[config.mk]
export PLATFORM = sky130hd
export DESIGN_NAME = direct_mapped_writeback_cache_tags_top
export DESIGN_NICKNAME = d
export VERILOG_FILES = /design/src/hdl/dmwc_pkg.sv /design/src/hdl/direct_mapped_writeback_cache_tags_top.sv /design/src/hdl/dmwc_ram.sv /design/src/hdl/dmwc_ctrl.sv /design/src/hdl/dmwc_dp.sv
export SDC_FILE = /design/constraint.sdc
export NUM_CORES = 2
export LEC_CHECK = 0
export BUFFER_PORTS_ARGS = -buffer_cell sky130_fd_sc_hd__buf_2
export CAP_MARGIN = 20
export CORE_MARGIN = 1.5
export CORE_UTILIZATION = 25
export CTS_CLUSTER_SIZE = 8
export DETAILED_ROUTE_END_ITERATION = 10
export PLACE_DENSITY_LB_ADDON = 0.2
export SLEW_MARGIN = 20
export SYNTH_ARGS = -nofsm -noshare
export SYNTH_HDL_FRONTEND = slang
export SYNTH_HIERARCHICAL = 1
export SYNTH_SLANG_ARGS = --single-unit
[constraint.sdc]
create_clock -name i_clk -period 9.95 [get_ports i_clk]
set_input_delay 1.99 -clock i_clk [delete_from_list [all_inputs] [get_ports i_clk]]
set_output_delay 1.99 -clock i_clk [all_outputs]
set_load 0.1 [all_outputs]
[src/hdl/dmwc_pkg.sv]
package dmwc_pkg;

    // Field widths of one request and one result.
    localparam int ADDRESS_W          = 32;
    localparam int COMMAND_W          = 1;
    localparam int BYTE_OFFSET_W      = 5;
    localparam int BLOCK_NUMBER_W     = 27;
    localparam int LINE_INDEX_W       = 7;
    localparam int TAG_VALUE_W        = 20;
    localparam int BYTES_W            = 6;

    // Stream data widths, padded to whole bytes.
    localparam int S_TDATA_W          = 40;
    localparam int M_TDATA_W          = 96;

    // Command codes.
    localparam logic CMD_READ         = 1'b0;
    localparam logic CMD_WRITE        = 1'b1;

    // Controller to datapath.
    typedef struct packed {
        logic capture;  // latch the request and launch the tag read
        logic commit;   // resolve the lookup, update the line and load the result
    } t_ctrl_cmd;

    // Datapath to controller.
    typedef struct packed {
        logic out_free; // the result register can take a new result this cycle
    } t_ctrl_sts;

endpackage

[src/hdl/direct_mapped_writeback_cache_tags_top.sv]
// A taken request is latched with its tag RAM read, then compared and loaded into the result
// register that drives m_axis. A new request is taken only after the previous lookup has
// committed; one waiting result still lets the next request in, which then waits for m_axis.
// Reset (i_rst_n low, synchronous) clears all valid and dirty bits at once; no clearing
// pass is needed. Tag RAM contents are left undefined and are used only for valid lines.
module direct_mapped_writeback_cache_tags_top #(
    parameter int NUM_LINES   = 128,  // number of cache lines, a power of two
    parameter int BLOCK_BYTES = 32    // bytes per line, a power of two
) (
    input  logic                              i_clk,
    input  logic                              i_rst_n,

    // Memory reference request.
    input  logic                              s_axis_tvalid,
    output logic                              s_axis_tready,
    // [31:0] address, [32] command (0 read, 1 write), [39:33] zero
    input  logic [dmwc_pkg::S_TDATA_W-1:0]    s_axis_tdata,

    // Lookup result.
    output logic                              m_axis_tvalid,
    input  logic                              m_axis_tready,
    // [4:0] byte_offset, [31:5] block_number, [38:32] line_index, [58:39] tag_value,
    // [59] miss, [60] replaced, [61] fill_read, [67:62] fill_bytes, [68] write_back,
    // [74:69] write_back_bytes, [94:75] victim_tag, [95] zero
    output logic [dmwc_pkg::M_TDATA_W-1:0]    m_axis_tdata
);

    // The controller sequences each request through capture and lookup; the datapath
    // holds the tag RAM, the valid and dirty bits and the result register.
    dmwc_pkg::t_ctrl_cmd w_cmd;
    dmwc_pkg::t_ctrl_sts w_sts;

    dmwc_ctrl u_ctrl (
        .i_clk       (i_clk),
        .i_rst_n     (i_rst_n),
        .i_req_valid (s_axis_tvalid),
        .o_req_ready (s_axis_tready),
        .i_sts       (w_sts),
        .o_cmd       (w_cmd)
    );

    dmwc_dp #(
        .NUM_LINES   (NUM_LINES),
        .BLOCK_BYTES (BLOCK_BYTES)
    ) u_dp (
        .i_clk       (i_clk),
        .i_rst_n     (i_rst_n),
        .i_req_data  (s_axis_tdata),
        .i_cmd       (w_cmd),
        .o_sts       (w_sts),
        .o_res_valid (m_axis_tvalid),
        .i_res_ready (m_axis_tready),
        .o_res_data  (m_axis_tdata)
    );

endmodule

[src/hdl/dmwc_ram.sv]
module dmwc_ram #(
    parameter int WIDTH = 20,
    parameter int DEPTH = 128
) (
    input  logic                     i_clk,
    input  logic                     i_we,
    input  logic [$clog2(DEPTH)-1:0] i_waddr,
    input  logic [WIDTH-1:0]         i_wdata,
    input  logic                     i_re,
    input  logic [$clog2(DEPTH)-1:0] i_raddr,
    output logic [WIDTH-1:0]         o_rdata
);

    logic [WIDTH-1:0] r_mem [DEPTH];
    logic [WIDTH-1:0] r_rdata;

    always_ff @(posedge i_clk) begin
        if (i_we) begin
            r_mem[i_waddr] <= i_wdata;
        end
        if (i_re) begin
            r_rdata <= r_mem[i_raddr];
        end
    end

    assign o_rdata = r_rdata;

endmodule

[src/hdl/dmwc_ctrl.sv]
module dmwc_ctrl (
    input  logic                i_clk,
    input  logic                i_rst_n,
    input  logic                i_req_valid,
    output logic                o_req_ready,
    input  dmwc_pkg::t_ctrl_sts i_sts,
    output dmwc_pkg::t_ctrl_cmd o_cmd
);

    typedef enum logic [0:0] {
        ST_IDLE,
        ST_LOOKUP
    } t_state;

    t_state r_state;
    logic   r_ready;

    always_ff @(posedge i_clk) begin
        if (!i_rst_n) begin
            r_state <= ST_IDLE;
            r_ready <= 1'b0;
        end else begin
            case (r_state)
                ST_IDLE: begin
                    if (i_req_valid && r_ready) begin
                        r_state <= ST_LOOKUP;
                        r_ready <= 1'b0;
                    end else begin
                        r_ready <= 1'b1;
                    end
                end
                ST_LOOKUP: begin
                    if (i_sts.out_free) begin
                        r_state <= ST_IDLE;
                        r_ready <= 1'b1;
                    end
                end
                default: begin
                    r_state <= ST_IDLE;
                    r_ready <= 1'b0;
                end
            endcase
        end
    end

    assign o_req_ready    = r_ready;
    assign o_cmd.capture  = i_req_valid && r_ready;
    assign o_cmd.commit   = (r_state == ST_LOOKUP) && i_sts.out_free;

    // A request is taken only while no lookup is in flight.
    a_ready_only_idle: assert property (@(posedge i_clk) disable iff (!i_rst_n)
        r_ready |-> (r_state == ST_IDLE))
        else $error("request port ready during a lookup");

endmodule

[src/hdl/dmwc_dp.sv]
module dmwc_dp #(
    parameter int NUM_LINES   = 128,
    parameter int BLOCK_BYTES = 32
) (
    input  logic                                 i_clk,
    input  logic                                 i_rst_n,
    input  logic [dmwc_pkg::S_TDATA_W-1:0]       i_req_data,
    input  dmwc_pkg::t_ctrl_cmd                  i_cmd,
    output dmwc_pkg::t_ctrl_sts                  o_sts,
    output logic                                 o_res_valid,
    input  logic                                 i_res_ready,
    output logic [dmwc_pkg::M_TDATA_W-1:0]       o_res_data
);

    localparam int ADDR_W = dmwc_pkg::ADDRESS_W;
    localparam int OFF_W  = $clog2(BLOCK_BYTES);
    localparam int IDX_W  = $clog2(NUM_LINES);
    localparam int TAG_W  = ADDR_W - OFF_W - IDX_W;
    localparam logic [dmwc_pkg::BYTES_W-1:0] BLOCK_BYTES_F = dmwc_pkg::BYTES_W'(BLOCK_BYTES);
    localparam int PAD_W  = dmwc_pkg::M_TDATA_W - 95;

    logic [ADDR_W-1:0]      r_addr;
    logic                   r_cmd;
    logic [NUM_LINES-1:0]   r_valid;
    logic [NUM_LINES-1:0]   r_dirty;
    logic                   r_out_valid;
    logic [dmwc_pkg::M_TDATA_W-1:0] r_out_data;

    logic [TAG_W-1:0]       w_old_tag;
    logic [IDX_W-1:0]       w_idx;
    logic [TAG_W-1:0]       w_tag;
    logic [ADDR_W-1:0]      w_offset32;
    logic [ADDR_W-1:0]      w_block32;
    logic [ADDR_W-1:0]      w_idx32;
    logic [ADDR_W-1:0]      w_tag32;
    logic [ADDR_W-1:0]      w_victim32;
    logic                   w_line_valid;
    logic                   w_miss;
    logic                   w_repl;
    logic                   w_wb;
    logic [dmwc_pkg::M_TDATA_W-1:0] n_out_data;

    // Request capture.
    always_ff @(posedge i_clk) begin
        if (i_cmd.capture) begin
            r_addr <= i_req_data[ADDR_W-1:0];
            r_cmd  <= i_req_data[ADDR_W];
        end
    end

    dmwc_ram #(
        .WIDTH (TAG_W),
        .DEPTH (NUM_LINES)
    ) u_tag_ram (
        .i_clk   (i_clk),
        .i_we    (i_cmd.commit && w_miss),
        .i_waddr (w_idx),
        .i_wdata (w_tag),
        .i_re    (i_cmd.capture),
        .i_raddr (i_req_data[OFF_W +: IDX_W]),
        .o_rdata (w_old_tag)
    );

    // Address split and lookup.
    assign w_idx        = r_addr[OFF_W +: IDX_W];
    assign w_tag        = r_addr[ADDR_W-1 -: TAG_W];
    assign w_offset32   = r_addr & ADDR_W'(BLOCK_BYTES - 1);
    assign w_block32    = r_addr >> OFF_W;
    assign w_idx32      = ADDR_W'(w_idx);
    assign w_tag32      = ADDR_W'(w_tag);
    assign w_line_valid = r_valid[w_idx];
    assign w_miss       = !w_line_valid || (w_old_tag != w_tag);
    assign w_repl       = w_line_valid && (w_old_tag != w_tag);
    assign w_wb         = w_repl && r_dirty[w_idx];
    assign w_victim32   = w_repl ? ADDR_W'(w_old_tag) : '0;

    assign n_out_data = {
        {PAD_W{1'b0}},
        w_victim32[dmwc_pkg::TAG_VALUE_W-1:0],
        (w_wb ? BLOCK_BYTES_F : '0),
        w_wb,
        (w_miss ? BLOCK_BYTES_F : '0),
        w_miss,
        w_repl,
        w_miss,
        w_tag32[dmwc_pkg::TAG_VALUE_W-1:0],
        w_idx32[dmwc_pkg::LINE_INDEX_W-1:0],
        w_block32[dmwc_pkg::BLOCK_NUMBER_W-1:0],
        w_offset32[dmwc_pkg::BYTE_OFFSET_W-1:0]
    };

    // Line state: a miss allocates the line clean for a read and dirty for a write.
    always_ff @(posedge i_clk) begin
        if (!i_rst_n) begin
            r_valid <= '0;
            r_dirty <= '0;
        end else if (i_cmd.commit) begin
            r_valid[w_idx] <= 1'b1;
            if (w_miss) begin
                r_dirty[w_idx] <= (r_cmd == dmwc_pkg::CMD_WRITE);
            end else if (r_cmd == dmwc_pkg::CMD_WRITE) begin
                r_dirty[w_idx] <= 1'b1;
            end
        end
    end

    // Result register.
    always_ff @(posedge i_clk) begin
        if (!i_rst_n) begin
            r_out_valid <= 1'b0;
        end else if (i_cmd.commit) begin
            r_out_valid <= 1'b1;
        end else if (i_res_ready) begin
            r_out_valid <= 1'b0;
        end
    end

    always_ff @(posedge i_clk) begin
        if (i_cmd.commit) begin
            r_out_data <= n_out_data;
        end
    end

    assign o_sts.out_free = !r_out_valid || i_res_ready;
    assign o_res_valid    = r_out_valid;
    assign o_res_data     = r_out_data;

    // The looked-up line is valid once its lookup has committed.
    a_line_valid: assert property (@(posedge i_clk) disable iff (!i_rst_n)
        i_cmd.commit |=> r_valid[w_idx])
        else $error("line not valid after lookup");

    // A write always leaves its line dirty.
    a_write_dirty: assert property (@(posedge i_clk) disable iff (!i_rst_n)
        (i_cmd.commit && (r_cmd == dmwc_pkg::CMD_WRITE)) |=> r_dirty[w_idx])
        else $error("line not dirty after write");

    // A write-back only comes with an eviction, and an eviction only with a miss.
    a_wb_needs_repl: assert property (@(posedge i_clk) disable iff (!i_rst_n)
        i_cmd.commit |-> ((!w_wb || w_repl) && (!w_repl || w_miss)))
        else $error("write-back or eviction without a miss");

endmodule
### Word level (Yosys, flattened, before mapping)

Memory sizes are Yosys's and may differ from the RTL's. A register that Yosys moved wholly into a read port is not among the register bits.
Index checks and enable logic that the tools add are counted.

* bits in registers: 387
* bits in writable memories: 2560
* input bits: 44
* output and inout bits: 98
* logic and storage cells: 51
* memories: 1

* $lt $le $gt $ge: 2
* equal/unequal tests: 2
* multiplexer cells: 21
* bitwise operators: 3
* reductions and logical operators: 13

Memory list
* u_dp.u_tag_ram.r_mem: depth 128, width 20, rd ports 1, clocked after Yosys merged registers in 1, write ports 1, RTL line dmwc_ram.sv:14 `logic [WIDTH-1:0] r_mem [DEPTH];`

Operators by type and width (count)
* 128-bit 2-to-1 mux: 2
* 128-bit bitwise OR: 2
* 128-bit bitwise mux: 1
* 20-bit != test: 1
* 1-bit binary-select mux with 7-bit select: 2
* 6-bit 2-to-1 mux: 2
* 1-bit 2-to-1 mux: 11
* 7-bit by 8-bit < comparator with 1-bit output (second input constant): 1
* 1-bit demux with 7-bit select: 1
* 7-bit by 1-bit >= comparator with 1-bit output (second input constant): 1
* 1-bit logical AND: 6
* 1-bit case mux with 2 select lines: 2
* 2-bit nonzero test: 2
* 1-bit logical NOT: 2
* 1-bit logical OR: 2
* 2-bit by 1-bit != test with 1-bit output (second input constant): 1
* 2-bit AND reduction: 1
* 1-bit NOT: 1

### Longest topological paths before layout

* depth in word-level cells: 7
* mapped depth: 16
* mapped depth without buffers: 10

### By module

The synthesis kept the hierarchy.

By module, submodules not included
* dmwc_ram: instances 1, cells an instance 3812, area each 98156.6 sq um
* dmwc_dp: instances 1, cells an instance 1493, area each 15522.4 sq um
* dmwc_ctrl: instances 1, cells an instance 8, area each 85.1 sq um

### Worst setup path before layout

No wires, ideal clock.

* path kind: input to register
* start: input port m_axis_tready
* end: memory u_dp.u_tag_ram.r_mem[98][0], enable pin
* setup time: 0.422 ns
* arrival time: 5.220 ns
* data required time: 9.528 ns
* path slack: 4.308 ns
* cell stages on the path: 7
* buffers on the path: 1
* cells stage by stage: nand2b_1 and2_2 inv_1 a21oi_1 clkbuf_1 nand4_1 nor3_1

RTL lines
* start: declaration: RTL line direct_mapped_writeback_cache_tags_top.sv:21 `input logic m_axis_tready,`
* end: declaration: RTL line dmwc_ram.sv:14

### Worst setup path in the final report

* start: register u_dp.r_addr[5]
* end: memory u_dp.u_tag_ram.r_mem[52][18], enable pin

* word-level cells in the longest chain between the ends: 7

Ends and longest elaborated chain
* start: declaration: RTL line dmwc_dp.sv:22 `logic [ADDR_W-1:0] r_addr;`
* start signal: assignment: RTL line dmwc_dp.sv:46 `r_addr <= i_req_data[ADDR_W-1:0];`
* 1-bit binary-select mux with 7-bit select: RTL line dmwc_dp.sv:71 `assign w_line_valid = r_valid[w_idx];`
* 1-bit 2-to-1 mux (implied by the code): RTL line dmwc_dp.sv:71
* 1-bit logical NOT: RTL line dmwc_dp.sv:72 `assign w_miss = !w_line_valid || (w_old_tag != w_tag);`
* 1-bit logical OR: RTL line dmwc_dp.sv:72
* 1-bit logical AND: RTL line dmwc_dp.sv:56 `.i_we (i_cmd.commit && w_miss),`
* 1-bit 2-to-1 mux: RTL line dmwc_ram.sv:18 `if (i_we) begin`
* 1-bit 2-to-1 mux (implied by the code): RTL line dmwc_ram.sv:19 `r_mem[i_waddr] <= i_wdata;`

Several ways; a longest one is shown, not always the timed one. The select of a mux whose other input is x is not followed.

==> Flow_metrics.wiki <==
{| class="wikitable"
! Metric !! Value
|-
| Clock-pin slew on the worst setup and hold paths || 50 ps
|-
| Number of buffers created by CTS || 405
|-
| Detailed Place HPWL || 189000 um
|-
| Fin crit share || 70.9%
|-
| Total number of placement rows || 247
|-
| Top-level I/O count || 142
|-
| Root buffer selected by CTS || sky130_fd_sc_hd__clkbuf_16
|-
| Internal portion of total power || 21100 uW
|-
| Total of cells resized after clock tree synthesis || 0
|-
| Combinational cell fraction of total power || 4.8%
|-
| Mean routed wirelength per cell || 28.0 um
|-
| Cts hold-fix bufs || 0
|-
| Sw frac || 21.8%
|-
| Clk pwr share || 45.5%
|-
| Clock tree from TritonCTS || yes
|-
| Slack of the critical path || 2890 ps
|-
| Share of post-route cells with drive strength above 1 || 31.6%
|-
| Pwr per Cell Area || 202 mW/mm2
|-
| Count of state elements after synthesis || 2927
|-
| Area used by multi-input combinational logic || 0.0271 mm2
|-
| Number of warnings issued by yosys || 6
|-
| Placement Setup Slack || 3090 ps
|-
| Maximum number of pins on one net before global-route repair || 136
|-
| Worst-case clock skew || 55.4 ps
|-
| Tightest Hold Check Type || flop to flop
|-
| Vert. Die Dim || 678 um
|-
| Total placed instance area || 0.123 mm2
|-
| Sequential Power Share || 49.7%
|-
| Number of antenna violations at the first check in global routing || 29
|-
| Most instantiated flip-flop cell in the synthesis netlist || sky130_fd_sc_hd__edfxtp_1
|-
| Drt pass-1 iters || 7
|-
| Final critical delay including setup and external delays || 7060 ps
|-
| Headroom to the max-slew limit || 22.8%
|-
| Count of vias placed by the detailed router || 55100
|-
| Fmax || 142 MHz
|-
| CTS H-tree depth || 5
|-
| Clock latency on the worst-skew pair || 960 ps
|-
| Area growth from synthesis to layout || 17.4%
|-
| Number of different library cells in the post-synthesis netlist || 65
|-
| Routability Congestion || 0.796
|-
| Total GRT Usage || 14.1%
|-
| Total of max-cap violations || 0
|-
| Count of buffers added by post-CTS timing repair for setup || 0
|-
| Worst-path maximum fanout || 41
|-
| Cell with the most instances after synthesis || sky130_fd_sc_hd__edfxtp_1
|-
| Core Region || 0.453 mm2
|-
| Register cell area after layout || 0.0853 mm2
|-
| Cell count after synthesis || 5313
|-
| Sinks on the clock net || 2927
|-
| Peak supply drop || 0.146 mV
|-
| Final slew viol count || 0
|-
| Antenna Nets Post-Route || 0
|-
| Post-synthesis sequential area ratio || 75.0%
|-
| Starting utilization of the core area || 25.1%
|-
| Number of nets at the end of the flow || 5766
|-
| Via count of the first global-routing pass || 58100
|-
| Portion of synthesized cell area occupied by the leading cell type || 70.4%
|-
| Horiz. Die Dim || 678 um
|-
| DRC Markers || 0
|-
| Detailed Route WL || 330000 um
|-
| Category of the critical setup timing path || flop to flop
|-
| Post-Synthesis Cell Area || 0.114 mm2
|-
| Fill cells || 43800
|-
| Worst Hold Margin || 428 ps
|-
| Result of the run || finished clean
|-
| Slew @ Worst Pin || 1160 ps
|-
| Worst Path Required || 10530 ps
|-
| Top cells by area, synth || sky130_fd_sc_hd__edfxtp_1 (70%), sky130_fd_sc_hd__mux4_2 (17%), sky130_fd_sc_hd__dfxtp_1 (4.6%)
|-
| Aggregate negative setup slack || 0 ps
|-
| Hold Fails Final Rpt || 0
|-
| Port Buffer Count || 123
|-
| Count of flip-flops with a built-in enable after synthesis || 2668
|-
| Switching power total || 5890 uW
|-
| DRC marker count from the first detailed-route iteration || 4723
|-
| Setup repair after global routing missed its margin || false
|-
| Full die area || 0.459 mm2
|-
| Total congestion overflow || 0
|-
| Leak pwr || 0.0405 uW
|-
| Final setup violating endpoints || 0
|-
| Biggest area consumer among synthesized cells || sky130_fd_sc_hd__edfxtp_1
|-
| Avg Synthesized Cell Area || 21.4 um2
|-
| Async set-reset flop share out of synthesis || 0%
|-
| Commonest cells in the netlist || sky130_fd_sc_hd__edfxtp_1 (2668), sky130_fd_sc_hd__mux4_2 (864), sky130_fd_sc_hd__nor2_1 (270)
|-
| Nature of the critical path startpoint || flop
|-
| Vias per cell || 4.67
|-
| Arrival time worst endpoint || 7640 ps
|-
| Global-route wire length before repair || 459000 um
|-
| Kind of end point of the critical path || flop
|-
| Number of buffers between clock root and the deepest sink || 4
|-
| Total non-filler cell area in the finished layout || 0.134 mm2
|}
per-layer routing:
metal	track usage [%]	wire [um]
met1	18.5	140000
met2	24.0	163000
met3	1.95	16400
met4	4.34	10100
met5	0	0
placed cells by master (no fill, tap or decap), types with 6 or more instances in the layout:
cell type and n:
sky130_fd_sc_hd__nand4_1 6, sky130_fd_sc_hd__buf_2 117, sky130_fd_sc_hd__a21boi_1 21, sky130_fd_sc_hd__mux2i_1 112
sky130_fd_sc_hd__nor3_2 10, sky130_fd_sc_hd__nand3_1 102, sky130_fd_sc_hd__a221oi_1 9, sky130_fd_sc_hd__a21boi_0 109
sky130_fd_sc_hd__dfxtp_1 259, sky130_fd_sc_hd__a22oi_1 12, sky130_fd_sc_hd__o221ai_1 10, sky130_fd_sc_hd__xor2_1 12
sky130_fd_sc_hd__inv_6 7, sky130_fd_sc_hd__edfxtp_1 2668, sky130_fd_sc_hd__o21ai_0 7, sky130_fd_sc_hd__clkbuf_1 47
sky130_fd_sc_hd__conb_1 11, sky130_fd_sc_hd__clkbuf_16 407, sky130_fd_sc_hd__nor2b_1 19, sky130_fd_sc_hd__nor2_1 151
sky130_fd_sc_hd__o21a_1 129, sky130_fd_sc_hd__diode_2 19, sky130_fd_sc_hd__and2_1 23, sky130_fd_sc_hd__buf_4 223
sky130_fd_sc_hd__buf_12 17, sky130_fd_sc_hd__o22ai_1 21, sky130_fd_sc_hd__nand2_1 98, sky130_fd_sc_hd__xnor2_1 8
sky130_fd_sc_hd__nor2_2 119, sky130_fd_sc_hd__nand2b_1 11, sky130_fd_sc_hd__a21oi_1 14, sky130_fd_sc_hd__clkinv_16 10
sky130_fd_sc_hd__mux2_2 27, sky130_fd_sc_hd__o31ai_1 48, sky130_fd_sc_hd__mux4_2 864
power by group through the flow:
stage / logic [uW] / clock network (uW) / registers, uW
after floorplan: 697 / 0 / 13800
after global placement: 1310 / 0 / 13700
after detailed placement: 1320 / 0 / 13700
after CTS: 1320 / 12700 / 13400
after global routing: 1350 / 13100 / 13400
final: 1290 / 12300 / 13400
critical path, stage by stage, from the launching register on:
cell	delay [ps]
sky130_fd_sc_hd__edfxtp_1	900
sky130_fd_sc_hd__buf_4	690
sky130_fd_sc_hd__mux4_2	620
sky130_fd_sc_hd__a22oi_1	300
sky130_fd_sc_hd__o2111ai_1	170
sky130_fd_sc_hd__or4_2	570
sky130_fd_sc_hd__or2_2	320
sky130_fd_sc_hd__a21oi_1	910
sky130_fd_sc_hd__buf_4	300
sky130_fd_sc_hd__nor2b_1	260
sky130_fd_sc_hd__nand2_1	430
sky130_fd_sc_hd__buf_4	380
sky130_fd_sc_hd__nor2_2	360
sky130_fd_sc_hd__buf_4	410
logic make-up (layout without fill, tap and decap cells):
| group | after synthesis | in the layout | share of synthesized area (%) |
|---|---|---|---|
| DFF | 2927 | 2927 | 75.0 |
| AOI/OAI and AO/OA | 413 | 413 | 2.72 |
| other | 1 | 30 | 0.00330 |
| and+or+nand+nor | 567 | 567 | 2.19 |
| xor gates and xnor gates | 20 | 20 | 0.154 |
| buffers and inverters | 376 | 853 | 1.54 |
| muxes | 1009 | 1009 | 18.4 |
stage by stage:
stage	util (%)	total power, uW	std cells
3_3_place_gp	27.1	15000	11300
5_1_grt	29.5	27900	11800
4_1_cts	29.5	27400	11800
6_report	29.5	27000	11800
3_5_place_dp	27.1	15000	11300
2_1_floorplan	-	14500	5323
state kept, by name, indices dropped and copies added, names as in the netlist:
signal,flops
u_dp/r_dirty,128
u_ctrl/r_state,1
u_dp/r_cmd,1
u_dp/u_tag_ram/o_rdata,20
u_dp/u_tag_ram/r_mem,2560
u_dp/r_addr,32
u_dp/o_res_valid,1
u_ctrl/o_req_ready,1
u_dp/o_res_data,55
u_dp/r_valid,128
final timing paths:
check        slack, ps                                      to  depth (start not counted)                startpoint
max               2890  u_dp/u_tag_ram/r_mem[52][18]$_DFFE_PP_                         13  u_dp/r_addr[5]$_DFFE_PP_
min                430            u_dp/o_res_data[1]$_DFFE_PP_                          0  u_dp/r_addr[1]$_DFFE_PP_
max reg2reg       2890  u_dp/u_tag_ram/r_mem[52][18]$_DFFE_PP_                         13  u_dp/r_addr[5]$_DFFE_PP_
min reg2reg        430            u_dp/o_res_data[1]$_DFFE_PP_                          0  u_dp/r_addr[1]$_DFFE_PP_
area by class of cell:
class / count / area share [%]
inverters: 6 / 0.0169
clock buffers: 455 / 7.77
repair buffers: 362 / 2.00
well taps: 5976 / 5.60
multi-input cells: 2020 / 20.3
flip-flops and latches: 2927 / 63.9
clock inverters: 30 / 0.404
diodes: 19 / 0.0356
Power figures use the tool's default switching activity.
